[src/hdl/clnsq_pkg.sv]
// clnsq_pkg: shared types, constants and the microcode program of the lcd nibble sequencer
`default_nettype none
package clnsq_pkg;

   // channel payloads
   typedef struct packed {
      logic [2:0] mode;
      logic [7:0] value;
      logic       row;
      logic [5:0] col;
   } req_type;

   typedef struct packed {
      logic        reg_select;
      logic [3:0]  nibble;
      logic [19:0] wait_before;
      logic [20:0] wait_after;
      logic        last;
   } rsp_type;

   // request modes
   localparam logic [2:0] MODE_INIT       = 3'd0;
   localparam logic [2:0] MODE_COMMAND    = 3'd1;
   localparam logic [2:0] MODE_DATA       = 3'd2;
   localparam logic [2:0] MODE_CLEAR      = 3'd3;
   localparam logic [2:0] MODE_SET_CURSOR = 3'd4;
   localparam logic [2:0] MODE_LINE_START = 3'd5;
   localparam logic [2:0] MODE_LINE_CHAR  = 3'd6;
   localparam logic [2:0] MODE_LINE_END   = 3'd7;

   // csr register indexes
   localparam logic [2:0] CSR_PULSE_WIDTH     = 3'd0;
   localparam logic [2:0] CSR_BYTE_GAP        = 3'd1;
   localparam logic [2:0] CSR_CLEAR_WAIT      = 3'd2;
   localparam logic [2:0] CSR_POWERUP_WAIT    = 3'd3;
   localparam logic [2:0] CSR_INIT_LONG_WAIT  = 3'd4;
   localparam logic [2:0] CSR_INIT_SHORT_WAIT = 3'd5;

   localparam logic [19:0] PULSE_WIDTH_RESET     = 20'd2000;
   localparam logic [19:0] BYTE_GAP_RESET        = 20'd10000;
   localparam logic [19:0] CLEAR_WAIT_RESET      = 20'd80000;
   localparam logic [19:0] POWERUP_WAIT_RESET    = 20'd200000;
   localparam logic [19:0] INIT_LONG_WAIT_RESET  = 20'd80000;
   localparam logic [19:0] INIT_SHORT_WAIT_RESET = 20'd20000;

   localparam int LINE_LENGTH_DEFAULT = 16;
   // one request gives at most 32 nibbles, so a line holds at most 16 characters
   localparam int LINE_CAP = 16;

   localparam logic [7:0] ROW0_BASE = 8'h80;
   localparam logic [7:0] ROW1_BASE = 8'hC0;
   localparam logic [7:0] CMD_FUNCTION_SET = 8'h28;
   localparam logic [7:0] CMD_DISPLAY_OFF  = 8'h08;
   localparam logic [7:0] CMD_CLEAR        = 8'h01;
   localparam logic [7:0] CMD_ENTRY_MODE   = 8'h06;
   localparam logic [7:0] CMD_DISPLAY_ON   = 8'h0C;
   localparam logic [7:0] WAKE_8BIT        = 8'h03;
   localparam logic [7:0] WAKE_4BIT        = 8'h02;
   localparam logic [7:0] CHAR_SPACE       = 8'h20;

   // microcode fields
   typedef enum logic [1:0] {
      BSRC_CONST    = 2'd0,
      BSRC_VALUE    = 2'd1,
      BSRC_CURSOR   = 2'd2,
      BSRC_LINEBASE = 2'd3
   } bsrc_type;

   typedef enum logic [2:0] {
      AFT_PW           = 3'd0,
      AFT_PW_LONG      = 3'd1,
      AFT_PW_SHORT     = 3'd2,
      AFT_PW_GAP       = 3'd3,
      AFT_PW_GAP_CLEAR = 3'd4
   } after_type;

   typedef enum logic [1:0] {
      COL_NONE  = 2'd0,
      COL_CLEAR = 2'd1,
      COL_INC   = 2'd2
   } colop_type;

   typedef enum logic [1:0] {
      SEQ_NEXT        = 2'd0,
      SEQ_END         = 2'd1,
      SEQ_END_IF_FULL = 2'd2,
      SEQ_LOOP_OR_END = 2'd3
   } seq_type;

   typedef logic [4:0] uaddr_type;

   typedef struct packed {
      logic       emit;
      bsrc_type   bsrc;
      logic [7:0] konst;
      logic       lo_half;
      logic       rs;
      logic       powerup;
      after_type  after;
      colop_type  colop;
      seq_type    seq;
      uaddr_type  target;
   } uword_type;

   // line condition flags from the datapath
   typedef struct packed {
      logic full;
      logic full_next;
   } cond_type;

   // sequencer status toward the datapath
   typedef struct packed {
      uword_type uw;
      logic      step;
      logic      last;
      logic      busy;
   } seq_out_type;

   // program entry points
   localparam uaddr_type UA_INIT       = 5'd0;
   localparam uaddr_type UA_COMMAND    = 5'd14;
   localparam uaddr_type UA_DATA       = 5'd16;
   localparam uaddr_type UA_CLEAR      = 5'd18;
   localparam uaddr_type UA_SET_CURSOR = 5'd20;
   localparam uaddr_type UA_LINE_START = 5'd22;
   localparam uaddr_type UA_LINE_CHAR  = 5'd24;
   localparam uaddr_type UA_LINE_END   = 5'd27;

   function automatic uword_type mk(input logic emit, input bsrc_type bsrc,
                                    input logic [7:0] konst, input logic lo_half,
                                    input logic rs, input logic powerup,
                                    input after_type after, input colop_type colop,
                                    input seq_type seq, input uaddr_type target);
      uword_type w;
      w.emit    = emit;
      w.bsrc    = bsrc;
      w.konst   = konst;
      w.lo_half = lo_half;
      w.rs      = rs;
      w.powerup = powerup;
      w.after   = after;
      w.colop   = colop;
      w.seq     = seq;
      w.target  = target;
      return w;
   endfunction

   function automatic uaddr_type entry_addr(input logic [2:0] mode);
      uaddr_type a;
      unique case (mode)
         MODE_INIT:       a = UA_INIT;
         MODE_COMMAND:    a = UA_COMMAND;
         MODE_DATA:       a = UA_DATA;
         MODE_CLEAR:      a = UA_CLEAR;
         MODE_SET_CURSOR: a = UA_SET_CURSOR;
         MODE_LINE_START: a = UA_LINE_START;
         MODE_LINE_CHAR:  a = UA_LINE_CHAR;
         default:         a = UA_LINE_END;
      endcase
      return a;
   endfunction

   // control store: one word per step
   function automatic uword_type ucode_rom(input uaddr_type addr);
      uword_type w;
      unique case (addr)
         // power-up nibbles 3,3,3,2 come from the low half of a constant
         5'd0:  w = mk(1'b1, BSRC_CONST, WAKE_8BIT, 1'b1, 1'b0, 1'b1, AFT_PW_LONG,
                       COL_NONE, SEQ_NEXT, UA_INIT);
         5'd1:  w = mk(1'b1, BSRC_CONST, WAKE_8BIT, 1'b1, 1'b0, 1'b0, AFT_PW_SHORT,
                       COL_NONE, SEQ_NEXT, UA_INIT);
         5'd2:  w = mk(1'b1, BSRC_CONST, WAKE_8BIT, 1'b1, 1'b0, 1'b0, AFT_PW_SHORT,
                       COL_NONE, SEQ_NEXT, UA_INIT);
         5'd3:  w = mk(1'b1, BSRC_CONST, WAKE_4BIT, 1'b1, 1'b0, 1'b0, AFT_PW_SHORT,
                       COL_NONE, SEQ_NEXT, UA_INIT);
         5'd4:  w = mk(1'b1, BSRC_CONST, CMD_FUNCTION_SET, 1'b0, 1'b0, 1'b0, AFT_PW,
                       COL_NONE, SEQ_NEXT, UA_INIT);
         5'd5:  w = mk(1'b1, BSRC_CONST, CMD_FUNCTION_SET, 1'b1, 1'b0, 1'b0, AFT_PW_GAP,
                       COL_NONE, SEQ_NEXT, UA_INIT);
         5'd6:  w = mk(1'b1, BSRC_CONST, CMD_DISPLAY_OFF, 1'b0, 1'b0, 1'b0, AFT_PW,
                       COL_NONE, SEQ_NEXT, UA_INIT);
         5'd7:  w = mk(1'b1, BSRC_CONST, CMD_DISPLAY_OFF, 1'b1, 1'b0, 1'b0, AFT_PW_GAP,
                       COL_NONE, SEQ_NEXT, UA_INIT);
         5'd8:  w = mk(1'b1, BSRC_CONST, CMD_CLEAR, 1'b0, 1'b0, 1'b0, AFT_PW,
                       COL_NONE, SEQ_NEXT, UA_INIT);
         5'd9:  w = mk(1'b1, BSRC_CONST, CMD_CLEAR, 1'b1, 1'b0, 1'b0, AFT_PW_GAP_CLEAR,
                       COL_NONE, SEQ_NEXT, UA_INIT);
         5'd10: w = mk(1'b1, BSRC_CONST, CMD_ENTRY_MODE, 1'b0, 1'b0, 1'b0, AFT_PW,
                       COL_NONE, SEQ_NEXT, UA_INIT);
         5'd11: w = mk(1'b1, BSRC_CONST, CMD_ENTRY_MODE, 1'b1, 1'b0, 1'b0, AFT_PW_GAP,
                       COL_NONE, SEQ_NEXT, UA_INIT);
         5'd12: w = mk(1'b1, BSRC_CONST, CMD_DISPLAY_ON, 1'b0, 1'b0, 1'b0, AFT_PW,
                       COL_NONE, SEQ_NEXT, UA_INIT);
         5'd13: w = mk(1'b1, BSRC_CONST, CMD_DISPLAY_ON, 1'b1, 1'b0, 1'b0, AFT_PW_GAP,
                       COL_NONE, SEQ_END, UA_INIT);
         // command
         5'd14: w = mk(1'b1, BSRC_VALUE, CHAR_SPACE, 1'b0, 1'b0, 1'b0, AFT_PW,
                       COL_NONE, SEQ_NEXT, UA_INIT);
         5'd15: w = mk(1'b1, BSRC_VALUE, CHAR_SPACE, 1'b1, 1'b0, 1'b0, AFT_PW_GAP,
                       COL_NONE, SEQ_END, UA_INIT);
         // data
         5'd16: w = mk(1'b1, BSRC_VALUE, CHAR_SPACE, 1'b0, 1'b1, 1'b0, AFT_PW,
                       COL_NONE, SEQ_NEXT, UA_INIT);
         5'd17: w = mk(1'b1, BSRC_VALUE, CHAR_SPACE, 1'b1, 1'b1, 1'b0, AFT_PW_GAP,
                       COL_NONE, SEQ_END, UA_INIT);
         // clear
         5'd18: w = mk(1'b1, BSRC_CONST, CMD_CLEAR, 1'b0, 1'b0, 1'b0, AFT_PW,
                       COL_NONE, SEQ_NEXT, UA_INIT);
         5'd19: w = mk(1'b1, BSRC_CONST, CMD_CLEAR, 1'b1, 1'b0, 1'b0, AFT_PW_GAP_CLEAR,
                       COL_NONE, SEQ_END, UA_INIT);
         // set cursor
         5'd20: w = mk(1'b1, BSRC_CURSOR, CHAR_SPACE, 1'b0, 1'b0, 1'b0, AFT_PW,
                       COL_NONE, SEQ_NEXT, UA_INIT);
         5'd21: w = mk(1'b1, BSRC_CURSOR, CHAR_SPACE, 1'b1, 1'b0, 1'b0, AFT_PW_GAP,
                       COL_NONE, SEQ_END, UA_INIT);
         // line start opens the line
         5'd22: w = mk(1'b1, BSRC_LINEBASE, CHAR_SPACE, 1'b0, 1'b0, 1'b0, AFT_PW,
                       COL_NONE, SEQ_NEXT, UA_INIT);
         5'd23: w = mk(1'b1, BSRC_LINEBASE, CHAR_SPACE, 1'b1, 1'b0, 1'b0, AFT_PW_GAP,
                       COL_CLEAR, SEQ_END, UA_INIT);
         // line char, dropped on a closed or full line
         5'd24: w = mk(1'b0, BSRC_VALUE, CHAR_SPACE, 1'b0, 1'b1, 1'b0, AFT_PW,
                       COL_NONE, SEQ_END_IF_FULL, UA_INIT);
         5'd25: w = mk(1'b1, BSRC_VALUE, CHAR_SPACE, 1'b0, 1'b1, 1'b0, AFT_PW,
                       COL_NONE, SEQ_NEXT, UA_INIT);
         5'd26: w = mk(1'b1, BSRC_VALUE, CHAR_SPACE, 1'b1, 1'b1, 1'b0, AFT_PW_GAP,
                       COL_INC, SEQ_END, UA_INIT);
         // line end pads spaces until the line is full
         5'd27: w = mk(1'b0, BSRC_CONST, CHAR_SPACE, 1'b0, 1'b1, 1'b0, AFT_PW,
                       COL_NONE, SEQ_END_IF_FULL, UA_INIT);
         5'd28: w = mk(1'b1, BSRC_CONST, CHAR_SPACE, 1'b0, 1'b1, 1'b0, AFT_PW,
                       COL_NONE, SEQ_NEXT, UA_INIT);
         5'd29: w = mk(1'b1, BSRC_CONST, CHAR_SPACE, 1'b1, 1'b1, 1'b0, AFT_PW_GAP,
                       COL_INC, SEQ_LOOP_OR_END, UA_LINE_END);
         default: w = mk(1'b0, BSRC_CONST, CHAR_SPACE, 1'b0, 1'b0, 1'b0, AFT_PW,
                         COL_NONE, SEQ_END, UA_INIT);
      endcase
      return w;
   endfunction

endpackage
`default_nettype wire

[src/hdl/clnsq_useq.sv]
// clnsq_useq: step counter, control store fetch and jump logic
`default_nettype none
module clnsq_useq (
   input  wire logic                   clock,
   input  wire logic                   reset,
   input  wire logic                   start,
   input  wire logic [2:0]             mode,
   input  wire clnsq_pkg::cond_type    cond,
   input  wire logic                   out_room,
   output clnsq_pkg::seq_out_type      status
);

   clnsq_pkg::uaddr_type pc_ff, pc_in;
   logic                 busy_ff, busy_in;
   clnsq_pkg::uword_type uw;
   logic                 step;

   always_comb begin
      uw      = clnsq_pkg::ucode_rom(pc_ff);
      // an emitting step waits for room in the output register
      step    = busy_ff && (!uw.emit || out_room);
      pc_in   = pc_ff;
      busy_in = busy_ff;
      if (start) begin
         busy_in = 1'b1;
         pc_in   = clnsq_pkg::entry_addr(mode);
      end else if (step) begin
         unique case (uw.seq)
            clnsq_pkg::SEQ_NEXT: begin
               pc_in = pc_ff + 5'd1;
            end
            clnsq_pkg::SEQ_END: begin
               busy_in = 1'b0;
            end
            clnsq_pkg::SEQ_END_IF_FULL: begin
               if (cond.full) begin
                  busy_in = 1'b0;
               end else begin
                  pc_in = pc_ff + 5'd1;
               end
            end
            clnsq_pkg::SEQ_LOOP_OR_END: begin
               if (cond.full_next) begin
                  busy_in = 1'b0;
               end else begin
                  pc_in = uw.target;
               end
            end
            default: begin
               busy_in = 1'b0;
            end
         endcase
      end
   end

   always_ff @(posedge clock) begin
      if (reset) begin
         busy_ff <= 1'b0;
         pc_ff   <= clnsq_pkg::UA_INIT;
      end else begin
         busy_ff <= busy_in;
         pc_ff   <= pc_in;
      end
   end

   always_comb begin
      status.uw   = uw;
      status.step = step;
      status.busy = busy_ff;
      status.last = (uw.seq == clnsq_pkg::SEQ_END) ||
                    ((uw.seq == clnsq_pkg::SEQ_LOOP_OR_END) && cond.full_next);
   end

endmodule
`default_nettype wire

[src/hdl/char_lcd_nibble_sequencer_core.sv]
// char_lcd_nibble_sequencer_core: lcd request to 4-bit nibble strobe sequencer, top level
//
//   channel   direction  handshake          beat
//   req_      in         valid / stall      req_type: mode, value, row, col
//   rsp_      out        valid / stall      rsp_type: reg_select, nibble, waits, last
//   csr_      in         write enable only  index 0..5, 20-bit data
//
// one request at a time: the request is accepted, then one microcode step runs per cycle
// (2 steps for a byte, 14 for init, 3 for a line char, 3 per padded space, 1 for a dropped
// char or a line end with nothing to pad) while the output register takes every beat.
// a stalled rsp_ holds the step counter on its next emitting step.
// reset is synchronous; csr registers return to their defaults and the line closes.

`default_nettype none
module char_lcd_nibble_sequencer_core #(
   parameter int LINE_LENGTH = clnsq_pkg::LINE_LENGTH_DEFAULT
) (
   input  wire logic                clock,
   input  wire logic                reset,
   input  wire logic                req_valid,
   output      logic                req_stall,
   input  wire clnsq_pkg::req_type  req_payload,
   output      logic                rsp_valid,
   input  wire logic                rsp_stall,
   output      clnsq_pkg::rsp_type  rsp_payload,
   input  wire logic                csr_we,
   input  wire logic [2:0]          csr_index,
   input  wire logic [19:0]         csr_wdata
);

   localparam logic [4:0] LineEff = 5'((LINE_LENGTH > clnsq_pkg::LINE_CAP) ?
                                       clnsq_pkg::LINE_CAP : LINE_LENGTH);

   logic [19:0] pulse_width_ff, byte_gap_ff, clear_wait_ff;
   logic [19:0] powerup_wait_ff, init_long_wait_ff, init_short_wait_ff;

   clnsq_pkg::req_type req_ff, req_in;
   logic [4:0]         col_ff, col_in;
   logic               rsp_valid_ff, rsp_valid_in;
   clnsq_pkg::rsp_type rsp_ff, rsp_in;

   logic                   start;
   logic                   out_room;
   clnsq_pkg::cond_type    cond;
   clnsq_pkg::seq_out_type status;
   clnsq_pkg::uword_type   uw;
   logic [7:0]             row_base;
   logic [7:0]             byte_sel;
   logic [19:0]            add_a, add_b;
   logic [21:0]            after_sum;
   logic [5:0]             col_next;

   assign req_stall = status.busy;
   assign start     = req_valid && !status.busy;
   assign out_room  = !rsp_valid_ff || !rsp_stall;
   assign col_next  = {1'b0, col_ff} + 6'd1;
   assign cond.full      = (col_ff >= LineEff);
   assign cond.full_next = (col_next >= {1'b0, LineEff});
   assign uw = status.uw;

   clnsq_useq u_useq (
      .clock    (clock),
      .reset    (reset),
      .start    (start),
      .mode     (req_payload.mode),
      .cond     (cond),
      .out_room (out_room),
      .status   (status)
   );

   // csr registers
   always_ff @(posedge clock) begin
      if (reset) begin
         pulse_width_ff     <= clnsq_pkg::PULSE_WIDTH_RESET;
         byte_gap_ff        <= clnsq_pkg::BYTE_GAP_RESET;
         clear_wait_ff      <= clnsq_pkg::CLEAR_WAIT_RESET;
         powerup_wait_ff    <= clnsq_pkg::POWERUP_WAIT_RESET;
         init_long_wait_ff  <= clnsq_pkg::INIT_LONG_WAIT_RESET;
         init_short_wait_ff <= clnsq_pkg::INIT_SHORT_WAIT_RESET;
      end else if (csr_we) begin
         unique case (csr_index)
            clnsq_pkg::CSR_PULSE_WIDTH:     pulse_width_ff     <= csr_wdata;
            clnsq_pkg::CSR_BYTE_GAP:        byte_gap_ff        <= csr_wdata;
            clnsq_pkg::CSR_CLEAR_WAIT:      clear_wait_ff      <= csr_wdata;
            clnsq_pkg::CSR_POWERUP_WAIT:    powerup_wait_ff    <= csr_wdata;
            clnsq_pkg::CSR_INIT_LONG_WAIT:  init_long_wait_ff  <= csr_wdata;
            clnsq_pkg::CSR_INIT_SHORT_WAIT: init_short_wait_ff <= csr_wdata;
            default: begin
            end
         endcase
      end
   end

   // datapath driven by the current control word
   always_comb begin
      row_base = req_ff.row ? clnsq_pkg::ROW1_BASE : clnsq_pkg::ROW0_BASE;
      unique case (uw.bsrc)
         clnsq_pkg::BSRC_CONST:    byte_sel = uw.konst;
         clnsq_pkg::BSRC_VALUE:    byte_sel = req_ff.value;
         clnsq_pkg::BSRC_CURSOR:   byte_sel = row_base + {2'b00, req_ff.col};
         clnsq_pkg::BSRC_LINEBASE: byte_sel = row_base;
         default:                  byte_sel = uw.konst;
      endcase

      unique case (uw.after)
         clnsq_pkg::AFT_PW: begin
            add_a = '0;
            add_b = '0;
         end
         clnsq_pkg::AFT_PW_LONG: begin
            add_a = init_long_wait_ff;
            add_b = '0;
         end
         clnsq_pkg::AFT_PW_SHORT: begin
            add_a = init_short_wait_ff;
            add_b = '0;
         end
         clnsq_pkg::AFT_PW_GAP: begin
            add_a = byte_gap_ff;
            add_b = '0;
         end
         clnsq_pkg::AFT_PW_GAP_CLEAR: begin
            add_a = byte_gap_ff;
            add_b = clear_wait_ff;
         end
         default: begin
            add_a = '0;
            add_b = '0;
         end
      endcase
      after_sum = {2'b00, pulse_width_ff} + {2'b00, add_a} + {2'b00, add_b};
   end

   always_comb begin
      req_in       = start ? req_payload : req_ff;
      col_in       = col_ff;
      rsp_in       = rsp_ff;
      rsp_valid_in = rsp_valid_ff && rsp_stall;
      if (status.step) begin
         unique case (uw.colop)
            clnsq_pkg::COL_NONE:  col_in = col_ff;
            clnsq_pkg::COL_CLEAR: col_in = '0;
            clnsq_pkg::COL_INC:   col_in = col_next[4:0];
            default:              col_in = col_ff;
         endcase
         if (uw.emit) begin
            rsp_valid_in       = 1'b1;
            rsp_in.reg_select  = uw.rs;
            rsp_in.nibble      = uw.lo_half ? byte_sel[3:0] : byte_sel[7:4];
            rsp_in.wait_before = uw.powerup ? powerup_wait_ff : '0;
            // saturate to the 21-bit field
            rsp_in.wait_after  = after_sum[21] ? '1 : after_sum[20:0];
            rsp_in.last        = status.last;
         end
      end
   end

   always_ff @(posedge clock) begin
      if (reset) begin
         col_ff       <= LineEff;
         rsp_valid_ff <= 1'b0;
      end else begin
         col_ff       <= col_in;
         rsp_valid_ff <= rsp_valid_in;
      end
   end

   always_ff @(posedge clock) begin
      req_ff <= req_in;
      rsp_ff <= rsp_in;
   end

   assign rsp_valid   = rsp_valid_ff;
   assign rsp_payload = rsp_ff;

endmodule
`default_nettype wire
[config.mk]
export PLATFORM = sky130hd
export DESIGN_NAME = char_lcd_nibble_sequencer_core
export DESIGN_NICKNAME = d
export VERILOG_FILES = /design/src/hdl/clnsq_pkg.sv /design/src/hdl/clnsq_useq.sv /design/src/hdl/char_lcd_nibble_sequencer_core.sv
export SDC_FILE = /design/constraint.sdc
export NUM_CORES = 1
export LEC_CHECK = 0
export ABC_AREA = 1
export BUFFER_PORTS_ARGS = -buffer_cell sky130_fd_sc_hd__buf_2
export CAP_MARGIN = 15
export CORE_MARGIN = 1.5
export CORE_UTILIZATION = 35
export CTS_BUF_LIST = sky130_fd_sc_hd__clkbuf_8
export DETAILED_ROUTE_END_ITERATION = 7
export HOLD_SLACK_MARGIN = 0.1
export MAX_ROUTING_LAYER = met4
export SLEW_MARGIN = 20
export SYNTH_ARGS = -nofsm -noshare
export SYNTH_HDL_FRONTEND = slang
export SYNTH_SLANG_ARGS = --single-unit
[constraint.sdc]
create_clock -name clock -period 4.4 [get_ports clock]
set_input_delay 0.44 -clock clock [delete_from_list [all_inputs] [get_ports clock]]
set_output_delay 0.44 -clock clock [all_outputs]
set_load 0.005 [all_outputs]
==> results.yml <==
outcome:
  status: "finished, final reports clean"
layout:
  instances_no_fill: 1770
  final_common_cell: "nand2_1"
  nets: 1459
  area_growth_pct: 18.3
  nFillCells: 2926
  final_layout_size_suffix_gt1_share_pct: 14.5
  mostFrequentLayoutCells: "nand2_1 (245), nor2_1 (204), dfxtp_1 (151)"
  multiInputGateArea_mm2: 0.00454
  antennaDiodeCount: 0
  register_area_mm2: 0.00488
placed_design:
  preCtsSetupSlack_ns: 0.619
  port_buffers: 94
  place_hpwl_mm: 17.7
  dp_cells: 1682
  place_congestion: 0.894
clock_tree:
  clk_pin_slew_ns: 0.06
  cts_max_level: 2
  clk_latency_ns: 0.54
  cts.path.max_buffers: 3
  clock-sinks: 213
  post_cts_buffers: 0
  clockRootBuffer: "clkbuf_8"
  cts_buffers: 40
  cts_tree: "yes"
floorplanning:
  initial_utilization_pct: 35.4
  die_y_um: 173
  fp.dieArea_mm2: 0.0299
  die_width_um: 173
  core-area_mm2: 0.0285
  fp-row-count: 62
  num_io_pins: 95
timing:
  whs_ns: 0.210
  tightest_slew_ns: 0.931
  fin_skew_ns: 0.0271
  timing.slew.headroom_pct: 37.9
  setup_tns_ns: 0
  final_hold_viol_count: 0
  rsz0062_at_grt: "no"
  max_clock_freq_mhz: 264
  setup_viol: 0
  min_period_ns: 3.79
  fin_crit_sh_pct: 86.1
  slew_violations: 0
  finalWorstSetupSlack_ns: 0.613
worst_setup_path:
  crit_type: "reg2reg"
  cp-end-kind: "flip-flop"
  crit_chain: "inv_1 -> nor3_1 -> buf_4 -> inv_1 -> nor2_1 -> fa_1 -> ha_1 -> inv_1 -> fa_1 -> inv_1 -> nand3_1 -> and2_1 -> o21ai_2 -> a21boi_0 -> o21bai_1 -> nand2_1 -> nand3_1 -> nand3_1"
  worstSetupStartpointType: "flip-flop"
  r2r_start: "u_useq.uw[11]"
  critical_path_required_ns: 4.67
  worst_path_most_repeated_cell: "inv_1"
  arrival_ns: 4.06
  crit_fanout: 14
  critPathLaunch: "u_useq.uw[11]"
  max_stage_delay_ns: 0.50
  cp_slowest_cell: "fa_1"
power_and_ir_drop:
  leakagePower_nw: 5.58
  power_mw: 5.52
  ir_worst_vdd_uv: 213
  power_density_mw_per_mm2: 462
grt:
  grt_first_pass_wirelength_mm: 41.6
  grt_usage_pct: 17.7
  grt_max_degree: 90
  grt_pass1_vias: 8310
  antenna_found_initial: 0
  gr-total-overflow: 0
logic_synthesis:
  yosysWarnings: 0
  seq_area_frac_synth_pct: 48.4
  syn_inst: 1240
  synth.distinct_cells: 50
  synth_nets: 1344
  synth_area_mm2: 0.0101
  ys_ff_latch: 213
  syn_area_per_cell_um2: 8.14
routing:
  num_vias: 8449
  drt_pass1_iterations: 7
  drtIter0Drc: 449
  ant_nets: 0
  wl_per_cell_um: 14.5
  drc_errors: 0
  routed_wl_mm: 25.7
  via_per_inst: 4.77
job:
  cap_violations: 0
min_path:
  min_path_type: "in2reg"
  min_from: "csr_wdata[16]"
## critical path, delay by kind of cell (launching register included)
kind                     cells  cell delay [ns]
flip-flops                   1             0.34
AND/OR/NAND/NOR              7             0.68
adder cells (fa/ha/maj)      3             1.08
buffers and inverters        5             0.79
AO/OA/AOI/OAI                3             0.65
## power by group
group / internal [mW] / switching [mW] / leakage [nW]
sequential: 2.23 / 0.0880 / 1.83
combinational: 0.436 / 0.782 / 3.28
clock: 1.14 / 0.847 / 0.471
## through the flow
stage                     instance area [um2]  util [%]
after detailed placement                11000      38.4
final                                   11900      41.8
after global routing                    11900      41.8
after global placement                  11000      38.4
after floorplan                         10100         -
after CTS                               11900      41.8
## flip-flops by register name, summed over array words and instances (netlist names)
name,cells
u_useq.uw,19
u_useq.pc_ff,5
rsp_payload,47
clear_wait_ff,20
rsp_valid,1
init_long_wait_ff,20
pulse_width_ff,20
init_short_wait_ff,20
col_ff,5
u_useq.busy_ff,1
powerup_wait_ff,20
req_ff,15
byte_gap_ff,20
## Yosys cell counts (all sizes together)
library cell	n	area [um2]
nand2	254	996
nor2	211	817
dfxtp	151	3020
inv	128	483
o21ai	117	608
nand3	86	445
edfxtp	62	1860
a21oi	54	270
clkbuf	43	161
ha	37	463
fa	21	420
o211ai	12	95.1
nor3	7	35.0
or2	7	43.8
xor2	7	61.3
a22o	5	43.8
buf	5	32.5
nand4	5	31.3
a221oi	4	35.0
a31oi	3	18.8
xnor2	3	26.3
a21boi	2	15.0
and2	2	12.5
clkinv	2	8.75
nand3b	2	15.0
nor4	2	12.5
o21a	2	15.0
a211oi	1	7.51
a21o	1	7.51
a32oi	1	8.76
o211a	1	10.0
o21bai	1	7.51
o22ai	1	6.26
## logic make-up after synthesis
logic type	count (synthesis)	share of synthesized area, %
buffers and inverters	178	6.79
AOI/OAI and AO/OA	205	11.4
xor gates and xnor gates	10	0.867
adders and majority gates	58	8.75
and+or+nand+nor	576	23.9
DFF	213	48.4
## layout make-up
cell class | count | share of cell area [%]
well taps | 384 | 4.02
inverters | 130 | 4.13
clock buffers | 46 | 5.30
clock inverters | 27 | 1.67
multi-input cells | 849 | 38.0
repair buffers | 121 | 5.95
flip-flops and latches | 213 | 40.9
## metal layers
metal	global-route usage [%]	up-vias	part of all wire, %
met2	29.7	187	48
met1	20.8	3934	44
met3	2.95	65	4.2
li1	-	4263	-
met4	7.83	0	3.5
met5	-	-	0
## path summary, 6_finish.rpt
| check | cells after the start | end | slack [ns] |
|---|---|---|---|
| setup / recovery | 18 | rsp_payload[18] | 0.61 |
| hold / removal | 3 | powerup_wait_ff[16] | 0.21 |
| setup reg to reg | 18 | rsp_payload[18] | 0.61 |
| hold reg to reg | 0 | rsp_payload[46] | 0.42 |
## what timing repair did
item	in CTS	in global routing
resized for setup	0	0
hold buffers	15	0
endpoints found under the hold margin	15	0
setup endpoints to repair	0	0
Note: power is estimated with default switching activity, not from simulation.
